$ cat config.mk
export PLATFORM = sky130hd
export DESIGN_NAME = bit_run_length_encoder_top
export DESIGN_NICKNAME = d
export VERILOG_FILES = /design/src/design/brle_pkg.sv /design/src/design/brle_front.sv /design/src/design/brle_queue.sv /design/src/design/brle_back.sv /design/src/design/bit_run_length_encoder_top.sv
export SDC_FILE = /design/constraint.sdc
export NUM_CORES = 1
export LEC_CHECK = 0
export ABC_AREA = 1
export BUFFER_PORTS_ARGS = -buffer_cell sky130_fd_sc_hd__clkbuf_2
export CORE_MARGIN = 2
export CORE_UTILIZATION = 45
export DETAILED_ROUTE_END_ITERATION = 8
export PLACE_DENSITY = 0.68
export SETUP_SLACK_MARGIN = 0.05
export SKIP_LAST_GASP = 1
export SYNTH_ARGS = -nofsm -noshare
export SYNTH_HDL_FRONTEND = slang
export SYNTH_HIERARCHICAL = 1
export SYNTH_SLANG_ARGS = --single-unit
$ cat constraint.sdc
create_clock -name i_clk -period 5.74 [get_ports i_clk]
set_clock_uncertainty 0.05 [all_clocks]
set_input_delay 0.861 -clock i_clk [delete_from_list [all_inputs] [get_ports i_clk]]
set_output_delay 0.861 -clock i_clk [all_outputs]
set_load 0.03 [all_outputs]
$ cat src/design/brle_pkg.sv
// ----------------------------------------------------------------------------
// brle_pkg
// Shared constants and types of the bit run-length encoder.
// ----------------------------------------------------------------------------
`default_nettype none

package brle_pkg;

    localparam int DATA_W  = 8;     // source byte and code byte
    localparam int LEN_W   = 16;    // byte counters and limit
    localparam int CODE_W  = 3;     // one run-length code
    localparam int PEND_W  = 7;     // bits of a partial code byte
    localparam int ACC_W   = 40;    // pending bits plus nine codes, byte aligned
    localparam int NB_W    = 6;     // bit count of the accumulator
    localparam int NF_W    = 3;     // count of full bytes per item
    localparam int OUT_W   = DATA_W + LEN_W;
    localparam int Q_DEPTH = 2;
    localparam int Q_AW    = 1;

    localparam logic [CODE_W-1:0] RUN_MAX = 3'd7;
    localparam logic [LEN_W-1:0]  MAX_OUT_RST = 16'hFFFF;

    // Work for the back end from one source byte: left-aligned code bits.
    typedef struct packed {
        logic [ACC_W-1:0] bits;
        logic [NF_W-1:0]  nfull;   // complete bytes at the top of bits
        logic             last;    // byte after the full ones is the final one
    } t_bundle;

    typedef struct packed {
        logic full;
        logic empty;
    } t_q_status;

endpackage : brle_pkg

`default_nettype wire

$ cat src/design/brle_front.sv
// ----------------------------------------------------------------------------
// brle_front
// Accepts source bytes, tracks runs and turns each byte into packed code bits.
// ----------------------------------------------------------------------------
`default_nettype none

module brle_front (
    input  wire logic                        i_clk,
    input  wire logic                        i_rst_n,
    input  wire logic                        i_valid,
    input  wire logic [brle_pkg::DATA_W-1:0] i_data,
    input  wire logic                        i_last,
    input  wire brle_pkg::t_q_status         i_q_status,
    output logic                             o_ready,
    output logic                             o_push,
    output brle_pkg::t_bundle                o_bundle
);

    logic                              r_run_bit, n_run_bit;
    logic [brle_pkg::CODE_W-1:0]       r_run_cnt, n_run_cnt;
    logic [brle_pkg::PEND_W-1:0]       r_pend,    n_pend;
    logic [2:0]                        r_pend_n,  n_pend_n;

    always_comb begin
        logic                          rb;
        logic [brle_pkg::CODE_W-1:0]   rc;
        logic [brle_pkg::ACC_W-1:0]    acc;
        logic [brle_pkg::NB_W-1:0]     nb;
        logic [2:0]                    rem;

        rb  = r_run_bit;
        rc  = r_run_cnt;
        acc = brle_pkg::ACC_W'(r_pend);
        nb  = brle_pkg::NB_W'(r_pend_n);

        for (int j = brle_pkg::DATA_W - 1; j >= 0; j--) begin
            if (i_data[j] == rb) begin
                if (rc == brle_pkg::RUN_MAX - 3'd1) begin
                    // run hits the limit: code it now and flip
                    acc = (acc << brle_pkg::CODE_W) | brle_pkg::ACC_W'(brle_pkg::RUN_MAX);
                    nb  = nb + brle_pkg::NB_W'(brle_pkg::CODE_W);
                    rb  = ~rb;
                    rc  = '0;
                end else begin
                    rc  = rc + 3'd1;
                end
            end else begin
                acc = (acc << brle_pkg::CODE_W) | brle_pkg::ACC_W'(rc);
                nb  = nb + brle_pkg::NB_W'(brle_pkg::CODE_W);
                rb  = ~rb;
                rc  = 3'd1;
            end
        end

        if (i_last) begin
            acc = (acc << brle_pkg::CODE_W) | brle_pkg::ACC_W'(rc);
            nb  = nb + brle_pkg::NB_W'(brle_pkg::CODE_W);
        end

        rem = nb[2:0];
        o_bundle.bits  = acc << (brle_pkg::NB_W'(brle_pkg::ACC_W) - nb);
        o_bundle.nfull = nb[brle_pkg::NB_W-1:3];
        o_bundle.last  = i_last;

        if (i_last) begin
            n_run_bit = 1'b0;
            n_run_cnt = '0;
            n_pend    = '0;
            n_pend_n  = '0;
        end else begin
            n_run_bit = rb;
            n_run_cnt = rc;
            n_pend    = acc[brle_pkg::PEND_W-1:0] & ~({brle_pkg::PEND_W{1'b1}} << rem);
            n_pend_n  = rem;
        end
    end

    assign o_ready = !i_q_status.full;
    assign o_push  = i_valid && o_ready;

    always_ff @(posedge i_clk) begin
        if (!i_rst_n) begin
            r_run_bit <= 1'b0;
            r_run_cnt <= '0;
            r_pend    <= '0;
            r_pend_n  <= '0;
        end else if (o_push) begin
            r_run_bit <= n_run_bit;
            r_run_cnt <= n_run_cnt;
            r_pend    <= n_pend;
            r_pend_n  <= n_pend_n;
        end
    end

endmodule : brle_front

`default_nettype wire

$ cat src/design/brle_queue.sv
// ----------------------------------------------------------------------------
// brle_queue
// Two-entry queue of code bundles between front and back end.
// ----------------------------------------------------------------------------
`default_nettype none

module brle_queue (
    input  wire logic               i_clk,
    input  wire logic               i_rst_n,
    input  wire logic               i_push,
    input  wire brle_pkg::t_bundle  i_data,
    input  wire logic               i_pop,
    output brle_pkg::t_bundle       o_head,
    output brle_pkg::t_q_status     o_status
);

    localparam logic [brle_pkg::Q_AW:0] DEPTH = (brle_pkg::Q_AW + 1)'(brle_pkg::Q_DEPTH);

    brle_pkg::t_bundle            r_mem [brle_pkg::Q_DEPTH];
    logic [brle_pkg::Q_AW-1:0]    r_wr_ptr;
    logic [brle_pkg::Q_AW-1:0]    r_rd_ptr;
    logic [brle_pkg::Q_AW:0]      r_count;

    assign o_head         = r_mem[r_rd_ptr];
    assign o_status.full  = (r_count == DEPTH);
    assign o_status.empty = (r_count == '0);

    always_ff @(posedge i_clk) begin
        if (i_push) begin
            r_mem[r_wr_ptr] <= i_data;
        end
    end

    always_ff @(posedge i_clk) begin
        if (!i_rst_n) begin
            r_wr_ptr <= '0;
            r_rd_ptr <= '0;
            r_count  <= '0;
        end else begin
            if (i_push) begin
                r_wr_ptr <= r_wr_ptr + 1'b1;
            end
            if (i_pop) begin
                r_rd_ptr <= r_rd_ptr + 1'b1;
            end
            if (i_push && !i_pop) begin
                r_count <= r_count + 1'b1;
            end else if (i_pop && !i_push) begin
                r_count <= r_count - 1'b1;
            end
        end
    end

endmodule : brle_queue

`default_nettype wire

$ cat src/design/brle_back.sv
// ----------------------------------------------------------------------------
// brle_back
// Emits code bytes one beat at a time, counts them and handles overflow/drop.
// ----------------------------------------------------------------------------
`default_nettype none

module brle_back (
    input  wire logic                        i_clk,
    input  wire logic                        i_rst_n,
    input  wire brle_pkg::t_bundle           i_head,
    input  wire brle_pkg::t_q_status         i_q_status,
    input  wire logic [brle_pkg::LEN_W-1:0]  i_max,
    input  wire logic                        i_tready,
    output logic                             o_pop,
    output logic                             o_tvalid,
    output logic [brle_pkg::OUT_W-1:0]       o_tdata,   // out_byte, total_bytes
    output logic                             o_tlast,   // is_final
    output logic                             o_tuser    // overflow
);

    logic                          r_ovalid,   n_ovalid;
    logic [brle_pkg::OUT_W-1:0]    r_odata,    n_odata;
    logic                          r_olast,    n_olast;
    logic                          r_ouser,    n_ouser;
    logic [brle_pkg::NF_W-1:0]     r_idx,      n_idx;
    logic [brle_pkg::LEN_W-1:0]    r_bytes,    n_bytes;
    logic                          r_drop,     n_drop;
    logic                          r_ovf_pend, n_ovf_pend;

    logic                          can_load;
    logic [brle_pkg::ACC_W-1:0]    head_sh;
    logic [brle_pkg::DATA_W-1:0]   head_byte;
    logic [brle_pkg::LEN_W-1:0]    bytes_inc;

    assign can_load  = !r_ovalid || i_tready;
    assign head_sh   = i_head.bits << {r_idx, 3'b000};
    assign head_byte = head_sh[brle_pkg::ACC_W-1 -: brle_pkg::DATA_W];
    assign bytes_inc = r_bytes + brle_pkg::LEN_W'(1);

    always_comb begin
        n_ovalid   = r_ovalid;
        n_odata    = r_odata;
        n_olast    = r_olast;
        n_ouser    = r_ouser;
        n_idx      = r_idx;
        n_bytes    = r_bytes;
        n_drop     = r_drop;
        n_ovf_pend = r_ovf_pend;
        o_pop      = 1'b0;

        if (r_ovalid && i_tready) begin
            n_ovalid = 1'b0;
        end

        if (!i_q_status.empty) begin
            if (r_ovf_pend) begin
                if (can_load) begin
                    n_ovalid   = 1'b1;
                    n_odata    = {r_bytes, brle_pkg::DATA_W'(0)};
                    n_olast    = 1'b1;
                    n_ouser    = 1'b1;
                    n_ovf_pend = 1'b0;
                    n_bytes    = '0;
                    n_drop     = !i_head.last;
                    n_idx      = '0;
                    o_pop      = 1'b1;
                end
            end else if (r_drop) begin
                o_pop = 1'b1;
                if (i_head.last) begin
                    n_drop = 1'b0;
                end
            end else if (r_idx < i_head.nfull) begin
                if (can_load) begin
                    n_ovalid = 1'b1;
                    n_odata  = {brle_pkg::LEN_W'(0), head_byte};
                    n_olast  = 1'b0;
                    n_ouser  = 1'b0;
                    n_bytes  = bytes_inc;
                    if (bytes_inc >= i_max) begin
                        n_ovf_pend = 1'b1;
                    end else if ((r_idx + 3'd1) == i_head.nfull && !i_head.last) begin
                        o_pop = 1'b1;
                        n_idx = '0;
                    end else begin
                        n_idx = r_idx + 3'd1;
                    end
                end
            end else if (i_head.last) begin
                if (can_load) begin
                    n_ovalid = 1'b1;
                    n_odata  = {bytes_inc, head_byte};
                    n_olast  = 1'b1;
                    n_ouser  = 1'b0;
                    n_bytes  = '0;
                    n_idx    = '0;
                    o_pop    = 1'b1;
                end
            end else begin
                // no full byte in this item
                o_pop = 1'b1;
                n_idx = '0;
            end
        end
    end

    always_ff @(posedge i_clk) begin
        if (!i_rst_n) begin
            r_ovalid   <= 1'b0;
            r_idx      <= '0;
            r_bytes    <= '0;
            r_drop     <= 1'b0;
            r_ovf_pend <= 1'b0;
        end else begin
            r_ovalid   <= n_ovalid;
            r_idx      <= n_idx;
            r_bytes    <= n_bytes;
            r_drop     <= n_drop;
            r_ovf_pend <= n_ovf_pend;
        end
    end

    always_ff @(posedge i_clk) begin
        r_odata <= n_odata;
        r_olast <= n_olast;
        r_ouser <= n_ouser;
    end

    assign o_tvalid = r_ovalid;
    assign o_tdata  = r_odata;
    assign o_tlast  = r_olast;
    assign o_tuser  = r_ouser;

    // overflow beat still owns its bundle at the queue head
    a_ovf_has_head: assert property (@(posedge i_clk) disable iff (!i_rst_n)
        r_ovf_pend |-> !i_q_status.empty)
        else $error("overflow pending without a bundle");

    a_ovf_not_drop: assert property (@(posedge i_clk) disable iff (!i_rst_n)
        r_ovf_pend |-> !r_drop)
        else $error("overflow pending while dropping");

    a_ovf_beat: assert property (@(posedge i_clk) disable iff (!i_rst_n)
        (r_ovalid && r_ouser) |-> (r_olast && r_odata[brle_pkg::DATA_W-1:0] == '0))
        else $error("overflow beat malformed");

    a_drop_count: assert property (@(posedge i_clk) disable iff (!i_rst_n)
        r_drop |-> (r_bytes == '0))
        else $error("byte count not cleared while dropping");

    a_pop_nonempty: assert property (@(posedge i_clk) disable iff (!i_rst_n)
        o_pop |-> !i_q_status.empty)
        else $error("pop from empty queue");

endmodule : brle_back

`default_nettype wire

$ cat src/design/bit_run_length_encoder_top.sv
// ----------------------------------------------------------------------------
// bit_run_length_encoder_top
// Bit run-length encoder with 3-bit run codes packed into output bytes.
// ----------------------------------------------------------------------------
//  channel   dir  beat payload
//  s_axis    in   tdata = data_byte[7:0], tlast = is_last
//  m_axis    out  tdata = out_byte[7:0], total_bytes[23:8];
//                 tlast = is_final, tuser = overflow
//  cfg       in   data = max_out_bytes[15:0], always ready
//
//  A source byte is taken into the front end while the queue is not full; it
//  yields 0 to 5 result beats, emitted one per cycle by the back end while
//  m_axis is ready; back-pressure holds a beat in the output register.
//  A two-entry queue lets the front accept while the back drains or stalls.
//  Synchronous active-low reset; no clearing pass, ready as soon as reset
//  is released.
// ----------------------------------------------------------------------------
`default_nettype none

module bit_run_length_encoder_top (
    input  wire logic                          i_clk,
    input  wire logic                          i_rst_n,
    input  wire logic                          i_s_axis_tvalid,
    output logic                               o_s_axis_tready,
    input  wire logic [brle_pkg::DATA_W-1:0]   i_s_axis_tdata,   // data_byte
    input  wire logic                          i_s_axis_tlast,
    output logic                               o_m_axis_tvalid,
    input  wire logic                          i_m_axis_tready,
    output logic [brle_pkg::OUT_W-1:0]         o_m_axis_tdata,   // out_byte, total_bytes
    output logic                               o_m_axis_tlast,   // is_final
    output logic                               o_m_axis_tuser,   // overflow
    input  wire logic                          i_cfg_valid,
    output logic                               o_cfg_ready,
    input  wire logic [brle_pkg::LEN_W-1:0]    i_cfg_data
);

    logic [brle_pkg::LEN_W-1:0] r_max;
    logic                       push;
    logic                       pop;
    brle_pkg::t_bundle          push_data;
    brle_pkg::t_bundle          head;
    brle_pkg::t_q_status        q_status;

    assign o_cfg_ready = 1'b1;

    always_ff @(posedge i_clk) begin
        if (!i_rst_n) begin
            r_max <= brle_pkg::MAX_OUT_RST;
        end else if (i_cfg_valid) begin
            r_max <= i_cfg_data;
        end
    end

    brle_front u_front (
        .i_clk      (i_clk),
        .i_rst_n    (i_rst_n),
        .i_valid    (i_s_axis_tvalid),
        .i_data     (i_s_axis_tdata),
        .i_last     (i_s_axis_tlast),
        .i_q_status (q_status),
        .o_ready    (o_s_axis_tready),
        .o_push     (push),
        .o_bundle   (push_data)
    );

    brle_queue u_queue (
        .i_clk    (i_clk),
        .i_rst_n  (i_rst_n),
        .i_push   (push),
        .i_data   (push_data),
        .i_pop    (pop),
        .o_head   (head),
        .o_status (q_status)
    );

    brle_back u_back (
        .i_clk      (i_clk),
        .i_rst_n    (i_rst_n),
        .i_head     (head),
        .i_q_status (q_status),
        .i_max      (r_max),
        .i_tready   (i_m_axis_tready),
        .o_pop      (pop),
        .o_tvalid   (o_m_axis_tvalid),
        .o_tdata    (o_m_axis_tdata),
        .o_tlast    (o_m_axis_tlast),
        .o_tuser    (o_m_axis_tuser)
    );

endmodule : bit_run_length_encoder_top

`default_nettype wire
### Word-level counts from Yosys, hierarchy flattened

Memory sizes are Yosys's and may differ from the RTL's. A register that Yosys moved wholly into a read port is not among the register bits.
Cells that the tools add are included.

| word-level totals | value |
|---|---|
| register bits | 82 |
| RAM bits | 88 |
| input bits | 30 |
| output and inout bits | 29 |
| logic and storage cells | 243 |
| memories | 1 |

Memories:

| memory | depth | bits a word | read ports | clocked after Yosys merged registers in | wr ports | line | RTL |
|---|---|---|---|---|---|---|---|
| u_queue.r_mem | 2 | 44 | 1 | 1 | 1 | brle_queue.sv:19 | `brle_pkg::t_bundle r_mem [brle_pkg::Q_DEPTH];` |

| cells by class | value |
|---|---|
| add/sub/neg operators | 24 |
| order comparisons | 2 |
| equal/unequal tests | 22 |
| shifts and indexed selects | 3 |
| mux-type cells | 135 |
| bitwise operators | 20 |
| reductions and logical operators | 20 |

Operator list:

| operator | number |
|---|---|
| 2-to-1 mux 40 bit | 16 |
| OR 40 x 3 -> 40 bit | 8 |
| 2-to-1 mux 24 bit | 7 |
| 2-to-1 mux 6 bit | 17 |
| 2-to-1 mux 16 bit | 6 |
| << shifter 40 x 6 -> 40 bit | 2 |
| 2-to-1 mux 3 bit | 26 |
| 2-to-1 mux 1 bit | 59 |
| adder 6 x 2 -> 6 bit (second input constant) | 8 |
| adder 3 x 1 -> 3 bit (second input constant) | 9 |
| == test 3 bit (second input constant) | 8 |
| adder 16 x 1 -> 16 bit (second input constant) | 1 |
| >= comparator 16 bit | 1 |
| AND reduction 4 bit | 3 |
| 2-to-1 mux 10 bit | 1 |
| OR 10 x 3 -> 10 bit | 1 |
| NOT 1 bit | 9 |
| == test 1 bit | 8 |
| AND 7 bit | 1 |
| 2-to-1 mux 7 bit | 1 |
| NOT 7 bit | 1 |
| << shifter 7 x 3 -> 7 bit (first input constant) | 1 |
| subtractor 6 bit (first input constant) | 1 |
| logical AND 1 bit | 5 |
| other kinds (18) | 26 |

### Longest topological paths before layout

| depth | value |
|---|---|
| depth after elaboration | 30 |
| gate-level depth with buffers | 46 |
| depth with buffers taken out | 44 |

### Cells and area by module

Netlist, hierarchy kept.

By module, submodules not included:

| module | times used | cells each | area an instance (µm²) | seq. area each (µm²) |
|---|---|---|---|---|
| brle_front | 1 | 1,529 | 7,240.7 | 280.3 |
| brle_queue | 1 | 172 | 3,607.2 | 2,742.6 |
| brle_back | 1 | 453 | 3,415.8 | 1,221.2 |
| bit_run_length_encoder_top | 1 | 72 | 679.4 | 320.3 |

### Least setup slack after synthesis

No wires, ideal clock.

| timing path | value |
|---|---|
| path kind | input-to-reg |
| start | in i_s_axis_tdata[7] in the netlist's numbering |
| end | mem u_queue/r_mem[0][36] in the netlist's numbering, data pin |
| setup time | 256 ps |
| data arrival time | 5,185 ps |
| required time | 5,434 ps |
| slack | 249 ps |
| stages | 45 |
| path buffers | 2 |
| path through | inv_1 -> nand2_1 -> nand2_4 -> nand2_2 -> nor2_1 -> inv_1 -> nand2_2 -> inv_2 -> o21ai_1 -> nand2_1 -> nand2_1 -> nand2_2 -> nand3_2 -> nand2_2 -> inv_2 -> nand2_1 -> nand2_1 -> inv_1 -> (+9 left out) -> nand2_2 -> inv_2 -> nand2_1 -> nand2_1 -> inv_1 -> ha_1 -> inv_1 -> ha_1 -> clkbuf_1 -> inv_2 -> clkbuf_1 -> nand3_1 -> nand2_1 -> nand3_1 -> nand3_1 -> nand2_1 -> nand2_1 -> nand2_1 |

RTL lines:

| what | line | RTL |
|---|---|---|
| from (decl) | bit_run_length_encoder_top.sv:25 | `input wire logic [brle_pkg::DATA_W-1:0] i_s_axis_tdata,` |
| to (decl) | brle_queue.sv:19 |  |

==> impl_metrics.py <==
metrics = {
    "placed_design": {
        "dp_cells": 2695,
        "portBuffers": 57,
        "detailed_place_hpwl_mm": 31.1,
        "gp_congestion": 0.920,
    },
    "timing": {
        "finalCritPeriodShare": 0.934,
        "rsz0062_at_grt": "false",
        "relSlewSlack": 0.338,
        "fin_crit_ps": 5360,
        "hold_violations": 0,
        "drv_slew": 0,
        "worst_pin_slew_ps": 987,
        "fmax_mhz": 187,
        "finalSetupViolations": 0,
    },
    "floorplan": {
        "core-area_um2": 32600,
        "rows": 66,
        "ios": 59,
        "die_h_um": 186,
        "start_util": 0.458,
        "die_area_um2": 34700,
        "dieWidth_um": 186,
    },
    "detailed_routing": {
        "drt_pass1_iterations": 5,
        "dr_total_vias": 14800,
        "wire_per_inst_um": 15.0,
        "viasPerCell": 5.42,
        "wirelength_mm": 40.9,
        "antenna_left": 0,
        "drtIter0Drc": 1210,
        "drc": 0,
    },
    "finish": {
        "fin_cells": 2734,
        "n_antenna_cell": 0,
        "fillCellCount": 3231,
        "mostFrequentLayoutCells": "nand2_1 (780), nand3_1 (336), inv_1 (176)",
        "layout_commonest_cell": "nand2_1",
        "drive_gt1_frac": 0.171,
        "final_nets": 2340,
        "utilization": 0.512,
        "areaGrowthSynthToFinish_pct": 11.9,
    },
    "worst_setup_path": {
        "crit_start": "i_s_axis_tdata[7]",
        "path_max_fanout": 16,
        "max_stage_delay_ps": 330,
        "critical_path_class": "input pin to register",
        "rr_startpoint": "u_front/r_run_cnt[0]",
        "end_kind": "register",
        "cp_slowest_cell": "ha_4",
        "critPathLaunchType": "input pin",
        "crit_top_cell": "nand2_1",
        "worstPathArrival_ps": 5490,
        "endpoint": "u_queue/r_mem[1][21]",
        "r2r_end": "u_queue/r_mem[1][21]",
        "r2r_slack_ps": 450,
        "required_ps": 5870,
        "rr_worst_depth": 38,
    },
    "global_route": {
        "antenna_found_initial": 0,
        "grt_max_degree": 45,
        "grt_pass1_vias": 13600,
        "track_usage": 0.237,
        "grt_pass1_wl_mm": 67.0,
        "grt_remaining_overflow": 0,
    },
    "logic_synthesis": {
        "muxShareOfSynthArea": 0.0439,
        "ys_types": 59,
        "synth_top_family_by_area": "simple AND/OR/NAND/NOR gates",
        "netlist_area_um2": 14900,
        "postSynthCellCount": 2226,
        "synth_top_area_frac": 0.229,
        "syn_avg_cell_area_um2": 6.71,
        "synth_ff_type": "edfxtp_1",
        "synth_xor_area_frac": 0.0146,
        "synthSimpleGateAreaFrac": 0.430,
        "yosys_warnings": 6,
        "synth_edf_count": 114,
        "synthAdderAreaFrac": 0.0260,
        "yosys.area.top_type": "edfxtp_1",
        "ys_top_cells_by_area": "edfxtp_1 (23%), nand2_1 (20%), nand3_1 (11%)",
        "synth_seq_area_share": 0.305,
        "syn-num-nets": 2287,
        "synth-seq-cells": 171,
        "ys_async_sr_fraction": 0,
        "synth_compound_area_frac": 0.0866,
    },
    "clock_tree": {
        "cts.clk_slew.worst_paths_ps": 60,
        "clockRootBuffer": "clkbuf_16",
        "numCtsBuffers": 17,
        "clk_latency_ps": 430,
        "cts.sinks": 171,
        "clock_path_buffers": 2,
        "cts_tree": "yes",
        "htree_num_levels": 4,
    },
    "worst_hold_path": {
        "hold_class": "register to register",
    },
    "run": {
        "drv_cap": 0,
    },
    "outcome": {
        "status": "completed",
    },
}
worst max-delay path, delay by kind of cell:
| family | cells | cell delay [ps] |
|---|---|---|
| AOI/OAI and AO/OA | 1 | 190 |
| buffers and inverters | 9 | 900 |
| adders and majority gates | 3 | 920 |
| and+or+nand+nor | 27 | 2610 |
state kept, by name, indices dropped and copies added, names as in the netlist, named ones only:
| register | flops |
|---|---|
| u_queue/r_mem | 88 |
| u_front/r_run_bit | 1 |
| u_front/r_pend | 7 |
| u_back/o_tuser | 1 |
| u_back/o_tlast | 1 |
| u_back/r_drop | 1 |
| u_front/r_run_cnt | 3 |
| u_back/r_idx | 3 |
| u_queue/r_rd_ptr | 1 |
| u_back/r_ovf_pend | 1 |
| r_max | 16 |
| u_front/r_pend_n | 3 |
| u_back/o_tdata | 24 |
| u_back/r_bytes | 16 |
| u_queue/r_wr_ptr | 1 |
| u_back/o_tvalid | 1 |
| u_queue/r_count | 2 |
per-stage QoR:
step                instance area (µm²)  TNS, ps  hold slack, ps  worst slack, ps
CTS                               16500        0             412             52.7
floorplan                         14900        0             379              249
detailed placement                15800    -6330             395             -291
global placement                  15800     -686             392             -142
global route                      16700        0             435             32.5
finish                            16700        0             409              380
Yosys cell counts, types with 2 or more instances:
| cell | instances |
|---|---|
| nand2_1 | 791 |
| nand3_1 | 341 |
| inv_1 | 178 |
| nor2_1 | 134 |
| edfxtp_1 | 114 |
| o21ai_0 | 107 |
| a21oi_1 | 57 |
| dfxtp_1 | 57 |
| clkbuf_1 | 48 |
| mux2_4 | 40 |
| nand2_2 | 37 |
| ha_1 | 31 |
| nand4_1 | 30 |
| nand3_2 | 22 |
| inv_2 | 19 |
| buf_1 | 18 |
| nor2_2 | 18 |
| o22ai_1 | 15 |
| nand2_4 | 14 |
| a21oi_2 | 13 |
| buf_2 | 13 |
| xor2_1 | 11 |
| buf_6 | 9 |
| nand3b_1 | 9 |
| buf_4 | 8 |
| o32ai_1 | 8 |
| nor2_4 | 7 |
| nor3_1 | 7 |
| xnor2_1 | 7 |
| buf_12 | 6 |
| clkinv_1 | 5 |
| o211ai_1 | 5 |
| and2_1 | 4 |
| mux2_2 | 4 |
| o21a_1 | 4 |
| o21ai_1 | 4 |
| a22oi_1 | 3 |
| nand4_4 | 3 |
| inv_4 | 2 |
| nand3_4 | 2 |
| o21bai_1 | 2 |
| xor2_2 | 2 |
repair_timing:
item                                    CTS  global route
gates resized for setup                   1            48
pin swaps                                 0             5
endpoints found under the setup margin    2            80
hold buffers                              0             0
setup buffers                             0             4
cloned                                    0             3
hold endpoints to repair                  0             0
layout make-up:
cell class | count | area [µm²] | area share
Clock inverter | 15 | 213 | 0.0127
Sequential cell | 171 | 4570 | 0.273
Clock buffer | 17 | 425 | 0.0255
Tap cell | 442 | 553 | 0.0331
Timing Repair Buffer | 136 | 1010 | 0.0604
Multi-Input combinational cell | 1747 | 9160 | 0.548
Inverter | 206 | 788 | 0.0472
kinds of logic after synthesis:
family / after synthesis
XOR/XNOR: 21
flip-flops: 171
adder cells (fa/ha/maj): 31
AO/OA/AOI/OAI: 226
buffers and inverters: 309
other: 1
AND/OR/NAND/NOR: 1422
multiplexers: 45
per-layer routing:
| metal | part of all wire | GRT usage |
|---|---|---|
| met1 | 0.47 | 0.326 |
| met5 | 0 | 0 |
| met4 | 0.019 | 0.0611 |
| met3 | 0.047 | 0.0238 |
| met2 | 0.47 | 0.399 |
worst min path at each step:
stage | depth (start not counted) | from | slack, ps | end
5_1_grt | 2 | r_max[12] | 440 | r_max[12]
3_3_place_gp | 2 | r_max[2] | 390 | r_max[2]
2_1_floorplan | 2 | r_max[13] | 380 | r_max[13]
4_1_cts | 2 | r_max[1] | 410 | r_max[1]
6_report | 2 | r_max[1] | 410 | r_max[1]
3_5_place_dp | 2 | r_max[1] | 400 | r_max[1]
Power is not shown: default switching activity piles up to over one toggle a cycle in this logic, so the estimate is an artifact.
